## src/rtl/core/ssg_pkg.sv

```systemverilog
`timescale 1ns / 1ps
// shared widths, word layout and unit interface types for the smoothed stereo gain block
package ssg_pkg;

   localparam int SAMPLE_BITS    = 24;
   localparam int TARGET_BITS    = 24;
   localparam int TRIM_BITS      = 17;
   localparam int OP_BITS        = 32;
   localparam int PROD_BITS      = 2 * OP_BITS;
   localparam int NUM_BITS       = 2 * OP_BITS + 1;
   localparam int DEN_BITS       = OP_BITS + 1;
   localparam int STEP_BITS      = $clog2(OP_BITS);
   localparam int REQ_FIELD_BITS = 2 * SAMPLE_BITS + TARGET_BITS + TRIM_BITS;
   localparam int REQ_DATA_BITS  = (REQ_FIELD_BITS + 7) / 8 * 8;
   localparam int RSP_DATA_BITS  = (2 * SAMPLE_BITS + 7) / 8 * 8;

   typedef struct packed {
      logic               start;
      logic [OP_BITS-1:0] a;
      logic [OP_BITS-1:0] b;
   } mul_req_type;

   typedef struct packed {
      logic                 done;
      logic [PROD_BITS-1:0] product;
   } mul_rsp_type;

   typedef struct packed {
      logic                start;
      logic [NUM_BITS-1:0] num;
      logic [DEN_BITS-1:0] den;
   } div_req_type;

   typedef struct packed {
      logic               done;
      logic [OP_BITS-1:0] quot;
      logic               rem_nz;
   } div_rsp_type;

endpackage

```

## src/rtl/core/ssg_mul.sv

```systemverilog
`timescale 1ns / 1ps
// bit-serial shift-add multiplier, one multiplier bit per cycle
module ssg_mul (
   input  logic                 clock,
   input  logic                 reset,
   input  ssg_pkg::mul_req_type mul_req,
   output ssg_pkg::mul_rsp_type mul_rsp
);
   import ssg_pkg::*;

   localparam logic [STEP_BITS-1:0] STEP_LAST = STEP_BITS'(OP_BITS - 1);

   logic [PROD_BITS-1:0] prod_ff, prod_in;
   logic [OP_BITS-1:0]   mcand_ff, mcand_in;
   logic [STEP_BITS-1:0] step_ff, step_in;
   logic                 busy_ff, busy_in;
   logic                 done_ff, done_in;
   logic [OP_BITS:0]     partial;

   assign partial = {1'b0, prod_ff[PROD_BITS-1:OP_BITS]}
                  + (prod_ff[0] ? {1'b0, mcand_ff} : {(OP_BITS + 1){1'b0}});

   always_comb begin
      prod_in  = prod_ff;
      mcand_in = mcand_ff;
      step_in  = step_ff;
      busy_in  = busy_ff;
      done_in  = 1'b0;
      if (mul_req.start) begin
         prod_in  = {{OP_BITS{1'b0}}, mul_req.b};
         mcand_in = mul_req.a;
         step_in  = '0;
         busy_in  = 1'b1;
      end else if (busy_ff) begin
         prod_in = {partial, prod_ff[OP_BITS-1:1]};
         step_in = step_ff + 1'b1;
         if (step_ff == STEP_LAST) begin
            busy_in = 1'b0;
            done_in = 1'b1;
         end
      end
   end

   always_ff @(posedge clock) begin
      if (reset) begin
         busy_ff <= 1'b0;
         done_ff <= 1'b0;
         step_ff <= '0;
      end else begin
         busy_ff <= busy_in;
         done_ff <= done_in;
         step_ff <= step_in;
      end
      prod_ff  <= prod_in;
      mcand_ff <= mcand_in;
   end

   assign mul_rsp.done    = done_ff;
   assign mul_rsp.product = prod_ff;

endmodule

```

## src/rtl/core/ssg_div.sv

```systemverilog
`timescale 1ns / 1ps
// restoring divider, one quotient bit per cycle
module ssg_div (
   input  logic                 clock,
   input  logic                 reset,
   input  ssg_pkg::div_req_type div_req,
   output ssg_pkg::div_rsp_type div_rsp
);
   import ssg_pkg::*;

   localparam logic [STEP_BITS-1:0] STEP_LAST = STEP_BITS'(OP_BITS - 1);

   logic [DEN_BITS-1:0]  rem_ff, rem_in;
   logic [OP_BITS-1:0]   quo_ff, quo_in;
   logic [DEN_BITS-1:0]  den_ff, den_in;
   logic [STEP_BITS-1:0] step_ff, step_in;
   logic                 busy_ff, busy_in;
   logic                 done_ff, done_in;
   logic [DEN_BITS:0]    trial;
   logic [DEN_BITS:0]    diff;
   logic                 fit;

   // remainder stays below the divisor, so one extra bit covers the shifted value
   assign trial = {rem_ff, quo_ff[OP_BITS-1]};
   assign diff  = trial - {1'b0, den_ff};
   assign fit   = ~diff[DEN_BITS];

   always_comb begin
      rem_in  = rem_ff;
      quo_in  = quo_ff;
      den_in  = den_ff;
      step_in = step_ff;
      busy_in = busy_ff;
      done_in = 1'b0;
      if (div_req.start) begin
         rem_in  = div_req.num[NUM_BITS-1:OP_BITS];
         quo_in  = div_req.num[OP_BITS-1:0];
         den_in  = div_req.den;
         step_in = '0;
         busy_in = 1'b1;
      end else if (busy_ff) begin
         rem_in  = fit ? diff[DEN_BITS-1:0] : trial[DEN_BITS-1:0];
         quo_in  = {quo_ff[OP_BITS-2:0], fit};
         step_in = step_ff + 1'b1;
         if (step_ff == STEP_LAST) begin
            busy_in = 1'b0;
            done_in = 1'b1;
         end
      end
   end

   always_ff @(posedge clock) begin
      if (reset) begin
         busy_ff <= 1'b0;
         done_ff <= 1'b0;
         step_ff <= '0;
      end else begin
         busy_ff <= busy_in;
         done_ff <= done_in;
         step_ff <= step_in;
      end
      rem_ff <= rem_in;
      quo_ff <= quo_in;
      den_ff <= den_in;
   end

   assign div_rsp.done   = done_ff;
   assign div_rsp.quot   = quo_ff;
   assign div_rsp.rem_nz = |rem_ff;

endmodule

```

## src/rtl/core/smoothed_stereo_gain.sv

```systemverilog
`timescale 1ns / 1ps
// smoothed stereo gain stage: chase-rate smoothing, trim smoothing and saturating scale
//
//  channel  dir  fields (lowest bits first)
//  req_     in   tdata: sample_left, sample_right, target_gain, trim_gain
//  rsp_     out  tdata: out_left, out_right; tuser: clipped
//
//  one word runs five multiplies and two divides, one after another on a single serial
//  multiplier and divider; the steps are accept, decay multiply, decay finish, then the
//  remaining multiplies and divides in turn, and last delivery
//  reset clears the chase rate to 350.0 and drops the primed state
//  a finished result waits in the output register; the next word is taken
//  meanwhile and holds in the last step until that register is free
module smoothed_stereo_gain (
   input  logic                              clock,
   input  logic                              reset,
   input  logic                              req_tvalid,
   output logic                              req_tready,
   // sample_left, sample_right, target_gain, trim_gain
   input  logic [ssg_pkg::REQ_DATA_BITS-1:0] req_tdata,
   output logic                              rsp_tvalid,
   input  logic                              rsp_tready,
   // out_left, out_right
   output logic [ssg_pkg::RSP_DATA_BITS-1:0] rsp_tdata,
   // clipped
   output logic                              rsp_tuser
);
   import ssg_pkg::*;

   localparam int SM_TRIM_BITS  = 24;
   localparam int TRIM_ACC_BITS = SM_TRIM_BITS + 12;
   localparam int SCALED_BITS   = PROD_BITS - 23;
   localparam int RIGHT_LSB     = SAMPLE_BITS;
   localparam int TARGET_LSB    = 2 * SAMPLE_BITS;
   localparam int TRIM_LSB      = TARGET_LSB + TARGET_BITS;

   localparam logic [OP_BITS-1:0]   RATE_ONE    = OP_BITS'(64'd1 << 20);
   localparam logic [OP_BITS-1:0]   RATE_FLOOR  = OP_BITS'(64'd350 << 20);
   localparam logic [OP_BITS:0]     RATE_CEIL   = (OP_BITS + 1)'(64'd2500 << 20);
   localparam logic [OP_BITS-1:0]   DECAY_Q30   = OP_BITS'(64'd1073634450);
   localparam logic [OP_BITS-1:0]   DECAY_STEP  = OP_BITS'(64'd10486);
   localparam logic [OP_BITS-1:0]   FLOOR_EDGE  = RATE_FLOOR + DECAY_STEP;
   localparam logic [DEN_BITS-1:0]  TRIM_DEN    = DEN_BITS'(64'd4001);
   localparam logic [PROD_BITS-1:0] HALF_RATE   = PROD_BITS'(64'd1 << 29);
   localparam logic [PROD_BITS-1:0] HALF_MIX    = PROD_BITS'(64'd1 << 24);
   localparam logic [PROD_BITS-1:0] HALF_SAMPLE = PROD_BITS'(64'd1 << 22);
   localparam logic [SCALED_BITS-1:0] SAT_NEG   = SCALED_BITS'(64'd1 << (SAMPLE_BITS - 1));
   localparam logic [SCALED_BITS-1:0] SAT_POS   = SAT_NEG - 1'b1;

   typedef enum logic [3:0] {
      ST_IDLE,
      ST_DECAY,
      ST_DECAY_FIN,
      ST_GAIN_MUL,
      ST_GAIN_DIV,
      ST_TRIM_DIV,
      ST_MIX_MUL,
      ST_LEFT_MUL,
      ST_RIGHT_MUL,
      ST_DELIVER
   } state_type;

   function automatic logic [SAMPLE_BITS-1:0] magnitude(input logic [SAMPLE_BITS-1:0] x);
      magnitude = x[SAMPLE_BITS-1] ? (~x + 1'b1) : x;
   endfunction

   // returns {clip, sample}
   function automatic logic [SAMPLE_BITS:0] sat_scale(input logic [PROD_BITS-1:0] prod,
                                                      input logic neg);
      logic [PROD_BITS-1:0]   rnd;
      logic [SCALED_BITS-1:0] mag;
      logic [SCALED_BITS-1:0] lim;
      logic                   clip;
      logic [SAMPLE_BITS-1:0] val;
      rnd  = prod + HALF_SAMPLE;
      mag  = rnd[PROD_BITS-1:23];
      lim  = neg ? SAT_NEG : SAT_POS;
      clip = mag > lim;
      val  = clip ? lim[SAMPLE_BITS-1:0] : mag[SAMPLE_BITS-1:0];
      if (neg) begin
         val = ~val + 1'b1;
      end
      sat_scale = {clip, val};
   endfunction

   state_type                state_ff, state_in;
   logic                     primed_ff, primed_in;
   logic [OP_BITS-1:0]       rate_ff, rate_in;
   logic [OP_BITS-1:0]       sm_gain_ff, sm_gain_in;
   logic [SM_TRIM_BITS-1:0]  sm_trim_ff, sm_trim_in;
   logic [TARGET_BITS-1:0]   last_ff, last_in;
   logic [TARGET_BITS-1:0]   target_ff, target_in;
   logic [TRIM_BITS-1:0]     trim_ff, trim_in;
   logic [SAMPLE_BITS-1:0]   left_ff, left_in;
   logic [SAMPLE_BITS-1:0]   right_ff, right_in;
   logic                     up_ff, up_in;
   logic [OP_BITS-1:0]       mix_ff, mix_in;
   logic [SAMPLE_BITS-1:0]   out_left_ff, out_left_in;
   logic [SAMPLE_BITS-1:0]   out_right_ff, out_right_in;
   logic                     clip_ff, clip_in;
   logic                     rsp_valid_ff, rsp_valid_in;
   logic [SAMPLE_BITS-1:0]   rsp_left_ff, rsp_left_in;
   logic [SAMPLE_BITS-1:0]   rsp_right_ff, rsp_right_in;
   logic                     rsp_clip_ff, rsp_clip_in;
   mul_req_type              mul_req_ff, mul_req_in;
   div_req_type              div_req_ff, div_req_in;
   mul_rsp_type              mul_rsp;
   div_rsp_type              div_rsp;

   logic [TARGET_BITS-1:0]   req_target;
   logic [OP_BITS:0]         rate_pre;
   logic [OP_BITS-1:0]       rate_clamp;
   logic [PROD_BITS-1:0]     decay_sum;
   logic [OP_BITS-1:0]       rate_scaled;
   logic [OP_BITS-1:0]       rate_decayed;
   logic [OP_BITS-1:0]       target_q;
   logic [SM_TRIM_BITS-1:0]  trim_q;
   logic [NUM_BITS-1:0]      gain_num;
   logic [DEN_BITS-1:0]      gain_den;
   logic [OP_BITS-1:0]       gain_new;
   logic [TRIM_ACC_BITS-1:0] trim_acc;
   logic [NUM_BITS-1:0]      trim_num;
   logic [SM_TRIM_BITS-1:0]  trim_new;
   logic [PROD_BITS-1:0]     mix_sum;
   logic [OP_BITS-1:0]       mix_new;
   logic [SAMPLE_BITS:0]     left_sat;
   logic [SAMPLE_BITS:0]     right_sat;

   ssg_mul u_mul (
      .clock   (clock),
      .reset   (reset),
      .mul_req (mul_req_ff),
      .mul_rsp (mul_rsp)
   );

   ssg_div u_div (
      .clock   (clock),
      .reset   (reset),
      .div_req (div_req_ff),
      .div_rsp (div_rsp)
   );

   assign req_target = req_tdata[TRIM_LSB-1:TARGET_LSB];
   assign rate_pre   = (primed_ff && req_target != last_ff) ? {rate_ff, 1'b0}
                                                            : {1'b0, rate_ff};
   assign rate_clamp = (rate_pre > RATE_CEIL) ? RATE_CEIL[OP_BITS-1:0]
                                              : rate_pre[OP_BITS-1:0];

   assign decay_sum    = mul_rsp.product + HALF_RATE;
   assign rate_scaled  = decay_sum[OP_BITS+29:30];
   assign rate_decayed = (rate_scaled < FLOOR_EDGE) ? RATE_FLOOR : rate_scaled - DECAY_STEP;

   assign target_q = {target_ff, 8'b0};
   assign trim_q   = {trim_ff, 7'b0};
   assign gain_num = {1'b0, mul_rsp.product}
                   + {{(NUM_BITS - OP_BITS - 20){1'b0}}, target_q, 20'b0};
   assign gain_den = {1'b0, rate_ff} + {1'b0, RATE_ONE};
   assign gain_new = div_rsp.quot + {{(OP_BITS - 1){1'b0}}, up_ff & div_rsp.rem_nz};

   // times 4000 as 4096 - 128 + 32
   assign trim_acc = {sm_trim_ff, 12'b0} - {5'b0, sm_trim_ff, 7'b0}
                   + {7'b0, sm_trim_ff, 5'b0};
   assign trim_num = {{(NUM_BITS - TRIM_ACC_BITS){1'b0}}, trim_acc}
                   + {{(NUM_BITS - SM_TRIM_BITS){1'b0}}, trim_q};
   assign trim_new = div_rsp.quot[SM_TRIM_BITS-1:0]
                   + {{(SM_TRIM_BITS - 1){1'b0}}, up_ff & div_rsp.rem_nz};

   assign mix_sum = mul_rsp.product + HALF_MIX;
   assign mix_new = mix_sum[OP_BITS+24:25];

   assign left_sat  = sat_scale(mul_rsp.product, left_ff[SAMPLE_BITS-1]);
   assign right_sat = sat_scale(mul_rsp.product, right_ff[SAMPLE_BITS-1]);

   always_comb begin
      state_in         = state_ff;
      primed_in        = primed_ff;
      rate_in          = rate_ff;
      sm_gain_in       = sm_gain_ff;
      sm_trim_in       = sm_trim_ff;
      last_in          = last_ff;
      target_in        = target_ff;
      trim_in          = trim_ff;
      left_in          = left_ff;
      right_in         = right_ff;
      up_in            = up_ff;
      mix_in           = mix_ff;
      out_left_in      = out_left_ff;
      out_right_in     = out_right_ff;
      clip_in          = clip_ff;
      rsp_valid_in     = rsp_valid_ff & ~rsp_tready;
      rsp_left_in      = rsp_left_ff;
      rsp_right_in     = rsp_right_ff;
      rsp_clip_in      = rsp_clip_ff;
      mul_req_in       = mul_req_ff;
      mul_req_in.start = 1'b0;
      div_req_in       = div_req_ff;
      div_req_in.start = 1'b0;

      unique case (state_ff)
         ST_IDLE: begin
            if (req_tvalid) begin
               left_in   = req_tdata[SAMPLE_BITS-1:0];
               right_in  = req_tdata[TARGET_LSB-1:RIGHT_LSB];
               target_in = req_target;
               trim_in   = req_tdata[TRIM_LSB+TRIM_BITS-1:TRIM_LSB];
               last_in   = req_target;
               rate_in   = rate_clamp;
               if (!primed_ff) begin
                  sm_gain_in = {req_target, 8'b0};
                  sm_trim_in = {req_tdata[TRIM_LSB+TRIM_BITS-1:TRIM_LSB], 7'b0};
                  primed_in  = 1'b1;
               end
               mul_req_in = '{start: 1'b1, a: rate_clamp, b: DECAY_Q30};
               state_in   = ST_DECAY;
            end
         end
         ST_DECAY: begin
            if (mul_rsp.done) begin
               state_in = ST_DECAY_FIN;
            end
         end
         ST_DECAY_FIN: begin
            rate_in    = rate_decayed;
            mul_req_in = '{start: 1'b1, a: sm_gain_ff, b: rate_decayed};
            state_in   = ST_GAIN_MUL;
         end
         ST_GAIN_MUL: begin
            if (mul_rsp.done) begin
               up_in      = target_q >= sm_gain_ff;
               div_req_in = '{start: 1'b1, num: gain_num, den: gain_den};
               state_in   = ST_GAIN_DIV;
            end
         end
         ST_GAIN_DIV: begin
            if (div_rsp.done) begin
               sm_gain_in = gain_new;
               up_in      = trim_q >= sm_trim_ff;
               div_req_in = '{start: 1'b1, num: trim_num, den: TRIM_DEN};
               state_in   = ST_TRIM_DIV;
            end
         end
         ST_TRIM_DIV: begin
            if (div_rsp.done) begin
               sm_trim_in = trim_new;
               mul_req_in = '{start: 1'b1, a: sm_gain_ff, b: OP_BITS'(trim_new)};
               state_in   = ST_MIX_MUL;
            end
         end
         ST_MIX_MUL: begin
            if (mul_rsp.done) begin
               mix_in     = mix_new;
               mul_req_in = '{start: 1'b1, a: OP_BITS'(magnitude(left_ff)), b: mix_new};
               state_in   = ST_LEFT_MUL;
            end
         end
         ST_LEFT_MUL: begin
            if (mul_rsp.done) begin
               out_left_in = left_sat[SAMPLE_BITS-1:0];
               clip_in     = left_sat[SAMPLE_BITS];
               mul_req_in  = '{start: 1'b1, a: OP_BITS'(magnitude(right_ff)), b: mix_ff};
               state_in    = ST_RIGHT_MUL;
            end
         end
         ST_RIGHT_MUL: begin
            if (mul_rsp.done) begin
               out_right_in = right_sat[SAMPLE_BITS-1:0];
               clip_in      = clip_ff | right_sat[SAMPLE_BITS];
               state_in     = ST_DELIVER;
            end
         end
         ST_DELIVER: begin
            if (!rsp_valid_ff || rsp_tready) begin
               rsp_valid_in = 1'b1;
               rsp_left_in  = out_left_ff;
               rsp_right_in = out_right_ff;
               rsp_clip_in  = clip_ff;
               state_in     = ST_IDLE;
            end
         end
         default: begin
            state_in = ST_IDLE;
         end
      endcase
   end

   always_ff @(posedge clock) begin
      if (reset) begin
         state_ff     <= ST_IDLE;
         primed_ff    <= 1'b0;
         rate_ff      <= RATE_FLOOR;
         rsp_valid_ff <= 1'b0;
         mul_req_ff   <= '0;
         div_req_ff   <= '0;
      end else begin
         state_ff     <= state_in;
         primed_ff    <= primed_in;
         rate_ff      <= rate_in;
         rsp_valid_ff <= rsp_valid_in;
         mul_req_ff   <= mul_req_in;
         div_req_ff   <= div_req_in;
      end
      sm_gain_ff   <= sm_gain_in;
      sm_trim_ff   <= sm_trim_in;
      last_ff      <= last_in;
      target_ff    <= target_in;
      trim_ff      <= trim_in;
      left_ff      <= left_in;
      right_ff     <= right_in;
      up_ff        <= up_in;
      mix_ff       <= mix_in;
      out_left_ff  <= out_left_in;
      out_right_ff <= out_right_in;
      clip_ff      <= clip_in;
      rsp_left_ff  <= rsp_left_in;
      rsp_right_ff <= rsp_right_in;
      rsp_clip_ff  <= rsp_clip_in;
   end

   assign req_tready = (state_ff == ST_IDLE);
   assign rsp_tvalid = rsp_valid_ff;
   assign rsp_tuser  = rsp_clip_ff;

   always_comb begin
      rsp_tdata                          = '0;
      rsp_tdata[SAMPLE_BITS-1:0]         = rsp_left_ff;
      rsp_tdata[TARGET_LSB-1:RIGHT_LSB]  = rsp_right_ff;
   end

endmodule
```

## config.mk

```make
export PLATFORM = sky130hd
export DESIGN_NAME = smoothed_stereo_gain
export DESIGN_NICKNAME = d
export VERILOG_FILES = /design/src/rtl/core/ssg_pkg.sv /design/src/rtl/core/ssg_mul.sv /design/src/rtl/core/ssg_div.sv /design/src/rtl/core/smoothed_stereo_gain.sv
export SDC_FILE = /design/constraint.sdc
export NUM_CORES = 2
export LEC_CHECK = 0
export BUFFER_PORTS_ARGS = -buffer_cell sky130_fd_sc_hd__clkbuf_2
export CAP_MARGIN = 5
export CORE_MARGIN = 2
export CORE_UTILIZATION = 30
export DETAILED_ROUTE_END_ITERATION = 7
export PLACE_DENSITY = 0.5
export SLEW_MARGIN = 20
export SYNTH_ARGS = -nofsm -noshare
export SYNTH_HDL_FRONTEND = slang
export SYNTH_SLANG_ARGS = --single-unit
```

## constraint.sdc

```tcl
create_clock -name clock -period 9.46 [get_ports clock]
set_clock_uncertainty 0.15 [all_clocks]
set_input_delay 0.473 -clock clock [delete_from_list [all_inputs] [get_ports clock]]
set_output_delay 0.473 -clock clock [all_outputs]
set_load 0.02 [all_outputs]
```

==> impl_results.rst <==
.. list-table::
   :header-rows: 1

   * - Metric
     - Value
   * - Status
     - complete, no violations
   * - Synthesis Warnings
     - 0
   * - Max-slew violation total from the final report
     - 0
   * - Final number of hold-violating endpoints
     - 0
   * - Multi-input combinational cell area
     - 22200 um2
   * - Final Cycle Share
     - 73.6%
   * - Via count of the first global-routing pass
     - 32400
   * - Starting density of the core
     - 30.1%
   * - Final-layout fill cell count
     - 14300
   * - NumNets Final
     - 4866
   * - Top-count cell post-synth
     - sky130_fd_sc_hd__edfxtp_1
   * - Wire length of the first global-routing pass
     - 212 mm
   * - Worst min path class
     - in -> reg
   * - Count of hold-fix buffers inserted at cts
     - 89
   * - Via count normalized by instance count
     - 5.31
   * - Worst Setup End Kind
     - flop
   * - Total power draw
     - 17.8 mW
   * - Proportion of register bits with asynchronous set or reset after synthesis
     - 0%
   * - Type of the worst setup path
     - reg -> reg
   * - Number of core rows
     - 137
   * - Post-Synthesis Cell Area
     - 41900 um2
   * - Cell leakage power
     - 18.3 nW
   * - Synth unique cells
     - 94
   * - Width of the die
     - 378 um
   * - Number of clock sinks seen by CTS
     - 686
   * - Unrepaired setup endpoints after global routing
     - false
   * - Number of detailed-routing iterations run before antenna repair
     - 6
   * - Drt wl/cell
     - 22.3 um
   * - Mean post-synth cell area
     - 9.66 um2
   * - Synthesized instance count
     - 4341
   * - Dominant register cell in the synthesized netlist
     - sky130_fd_sc_hd__edfxtp_1
   * - Antenna violations before repair
     - 12
   * - IR Drop Worst-Case VDD
     - 0.000352 V
   * - Number of buffers inserted during clock tree synthesis
     - 79
   * - Worst Max-Slew Pin Slew
     - 1120 ps
   * - Clock insertion delay at the later pin of the skew report
     - 690 ps
   * - List of most frequent post-synthesis cells
     - sky130_fd_sc_hd__edfxtp_1, sky130_fd_sc_hd__nand2_1, sky130_fd_sc_hd__nor2_1
   * - Combined global-route utilization of all metal layers
     - 19.7%
   * - Number of enable-type register cells in the synthesized netlist
     - 438
   * - Setup TNS Final
     - 0 ps
   * - Post-cts sizing count
     - 0
   * - Mapped Nets
     - 4712
   * - Vias
     - 34200
   * - Clock-pin slew of the registers on the worst-case setup and hold paths
     - 60 ps
   * - Root Driver
     - sky130_fd_sc_hd__clkbuf_16
   * - Depth of the worst hold-timing path
     - 2
   * - Flops & latches, synth
     - 686
   * - Placer congestion estimate
     - 0.915
   * - # IOs
     - 151
   * - Leading area contributor after synthesis
     - sky130_fd_sc_hd__edfxtp_1
   * - Die area
     - 143000 um2
   * - Data arrival, critical path
     - 7290 ps
   * - Number of buffers inserted to repair setup after CTS
     - 0
   * - Biggest area contributors in the synthesized netlist
     - sky130_fd_sc_hd__edfxtp_1, sky130_fd_sc_hd__dfxtp_1, sky130_fd_sc_hd__ha_1, sky130_fd_sc_hd__xnor2_1, sky130_fd_sc_hd__nand2_1
   * - Core Util, Final
     - 34.7%
   * - Register area share after synthesis
     - 43.2%
   * - Timing-limited maximum frequency
     - 144 MHz
   * - ANT nets after route
     - 0
   * - Power Density
     - 368 nW/um2
   * - Chip Height
     - 378 um
   * - Area taken by flip-flops and latches
     - 18100 um2
   * - IO Port Bufs
     - 143
   * - Total gr overflow
     - 0
   * - Total DRC errors in the routed layout
     - 0
   * - Shortest period the worst path allows
     - 6960 ps
   * - Area added between synthesis and finish
     - 15.2%
   * - Worst Reg2Reg Path Length in Cells
     - 17
   * - Max-cap violations
     - 0
   * - Yosys top cell area share
     - 31.4%
   * - Final setup violation count
     - 0
   * - CTS tree
     - yes
   * - Initial detailed-routing violation count
     - 3046
   * - Final WL
     - 144 mm
   * - Pin count of the biggest net entering global routing
     - 78
   * - Layout cells sized above 1
     - 11.1%
   * - Buffer depth of the longest clock path
     - 3
   * - Detailed-placement wirelength estimate
     - 109 mm
   * - Peak fanout along the critical path
     - 24
   * - Crit start category
     - flop
   * - CTS H-tree lvls
     - 3
   * - Max-Slew Margin vs Limit
     - 25.1%
   * - Data required time at the worst endpoint
     - 9790 ps
   * - Floorplan core area
     - 139000 um2
-- layer usage --
metal  up-vias  global-route usage, %  routed length [um]
li1      16300                      -                   -
met1     16600                   27.4               65400
met2      1042                   30.7               63800
met3       217                   3.47                9920
met4        10                   6.46                4270
met5         -                      0                  95
-- state kept, by name, indices dropped and copies added (netlist names), 5 cells and up --
| signal | cells |
|---|---|
| div_req_ff | 99 |
| mul_req_ff | 65 |
| u_mul.prod_ff | 64 |
| u_div.den_ff | 33 |
| u_div.rem_ff | 33 |
| mix_ff | 32 |
| rate_ff | 32 |
| sm_gain_ff | 32 |
| u_div.quo_ff | 32 |
| u_mul.mcand_ff | 32 |
| left_ff | 24 |
| out_left_ff | 24 |
| out_right_ff | 24 |
| right_ff | 24 |
| rsp_left_ff | 24 |
| rsp_right_ff | 24 |
| sm_trim_ff | 24 |
| target_ff | 24 |
| trim_ff | 17 |
| u_div.step_ff | 5 |
| u_mul.step_ff | 5 |
-- placed cells by master (no fill, tap or decap), types with 39 or more instances in the layout --
cell / instances
sky130_fd_sc_hd__and2_1: 59
sky130_fd_sc_hd__a221oi_1: 51
sky130_fd_sc_hd__nor3_1: 97
sky130_fd_sc_hd__dfxtp_1: 245
sky130_fd_sc_hd__dlygate4sd3_1: 89
sky130_fd_sc_hd__xor2_1: 110
sky130_fd_sc_hd__a211oi_1: 40
sky130_fd_sc_hd__nand3_1: 87
sky130_fd_sc_hd__inv_1: 190
sky130_fd_sc_hd__mux2i_1: 70
sky130_fd_sc_hd__edfxtp_1: 438
sky130_fd_sc_hd__and3_1: 39
sky130_fd_sc_hd__a22oi_1: 77
sky130_fd_sc_hd__xnor2_1: 247
sky130_fd_sc_hd__o21ai_0: 221
sky130_fd_sc_hd__a21o_1: 83
sky130_fd_sc_hd__clkbuf_16: 89
sky130_fd_sc_hd__clkbuf_2: 142
sky130_fd_sc_hd__nand4_1: 56
sky130_fd_sc_hd__a21oi_1: 283
sky130_fd_sc_hd__a31oi_1: 52
sky130_fd_sc_hd__nor4_1: 42
sky130_fd_sc_hd__o21a_1: 39
sky130_fd_sc_hd__buf_4: 66
sky130_fd_sc_hd__nand2_1: 392
sky130_fd_sc_hd__ha_1: 250
sky130_fd_sc_hd__nor2_1: 374
sky130_fd_sc_hd__mux2_2: 91
-- report_power, final --
group | switching, mW | internal [mW] | total, mW
registers | 0.849 | 3.92 | 4.77
clock network | 1.32 | 1.92 | 3.25
logic | 6.04 | 3.72 | 9.76
-- cell families after synthesis --
group                    Yosys count  share of synthesized area [%]
XOR/XNOR                         359                           7.50
buffers and inverters            421                           3.97
AO/OA/AOI/OAI                   1093                           17.1
adder cells (fa/ha/maj)          272                           8.48
flip-flops                       686                           43.2
AND/OR/NAND/NOR                 1349                           15.7
multiplexers                     161                           4.11
-- worst max-delay path: stages, from the launching register on --
cell and delay [ps]:
sky130_fd_sc_hd__edfxtp_1 810, sky130_fd_sc_hd__nand3_1 570, sky130_fd_sc_hd__nor3_1 940, sky130_fd_sc_hd__nand3_1 380, sky130_fd_sc_hd__xnor2_1 780, sky130_fd_sc_hd__ha_1 390, sky130_fd_sc_hd__nand3_1 110, sky130_fd_sc_hd__nor2_1 70
sky130_fd_sc_hd__inv_1 50, sky130_fd_sc_hd__o22ai_1 80, sky130_fd_sc_hd__a221oi_1 430, sky130_fd_sc_hd__o21a_1 770, sky130_fd_sc_hd__nand2_1 160, sky130_fd_sc_hd__nand2_1 100, sky130_fd_sc_hd__ha_1 160, sky130_fd_sc_hd__nand2b_1 420
sky130_fd_sc_hd__mux2i_1 150, sky130_fd_sc_hd__a21oi_1 240
-- cell type report --
type                       instances  area share, %
antenna                            6         0.0311
clock buffer                     106           4.89
clock inverter                    41          0.800
inverter                         196           1.53
multi-input combinational       3234           46.0
sequential                       686           37.5
tap                             1876           4.86
timing repair buffer             298           4.36
-- path summary, 6_finish.rpt --
check / end / from / slack, ps
max: out_right_ff[18] / u_mul.prod_ff[29] / 2500
min: div_req_ff[77] / reset / 110
max reg2reg: out_right_ff[18] / u_mul.prod_ff[29] / 2500
min reg2reg: rsp_left_ff[7] / out_left_ff[7] / 260
-- per-stage QoR --
step	worst slack (ps)	hold slack (ps)	instances	area (um2)
finish	2500	109	6443	48300
global route	2250	119	6437	48300
CTS	2640	73.5	6437	48300
detailed placement	2710	255	6201	44600
global placement	2810	256	6201	44600
floorplan	4060	250	4341	41900
(Power assumes the default switching activity.)
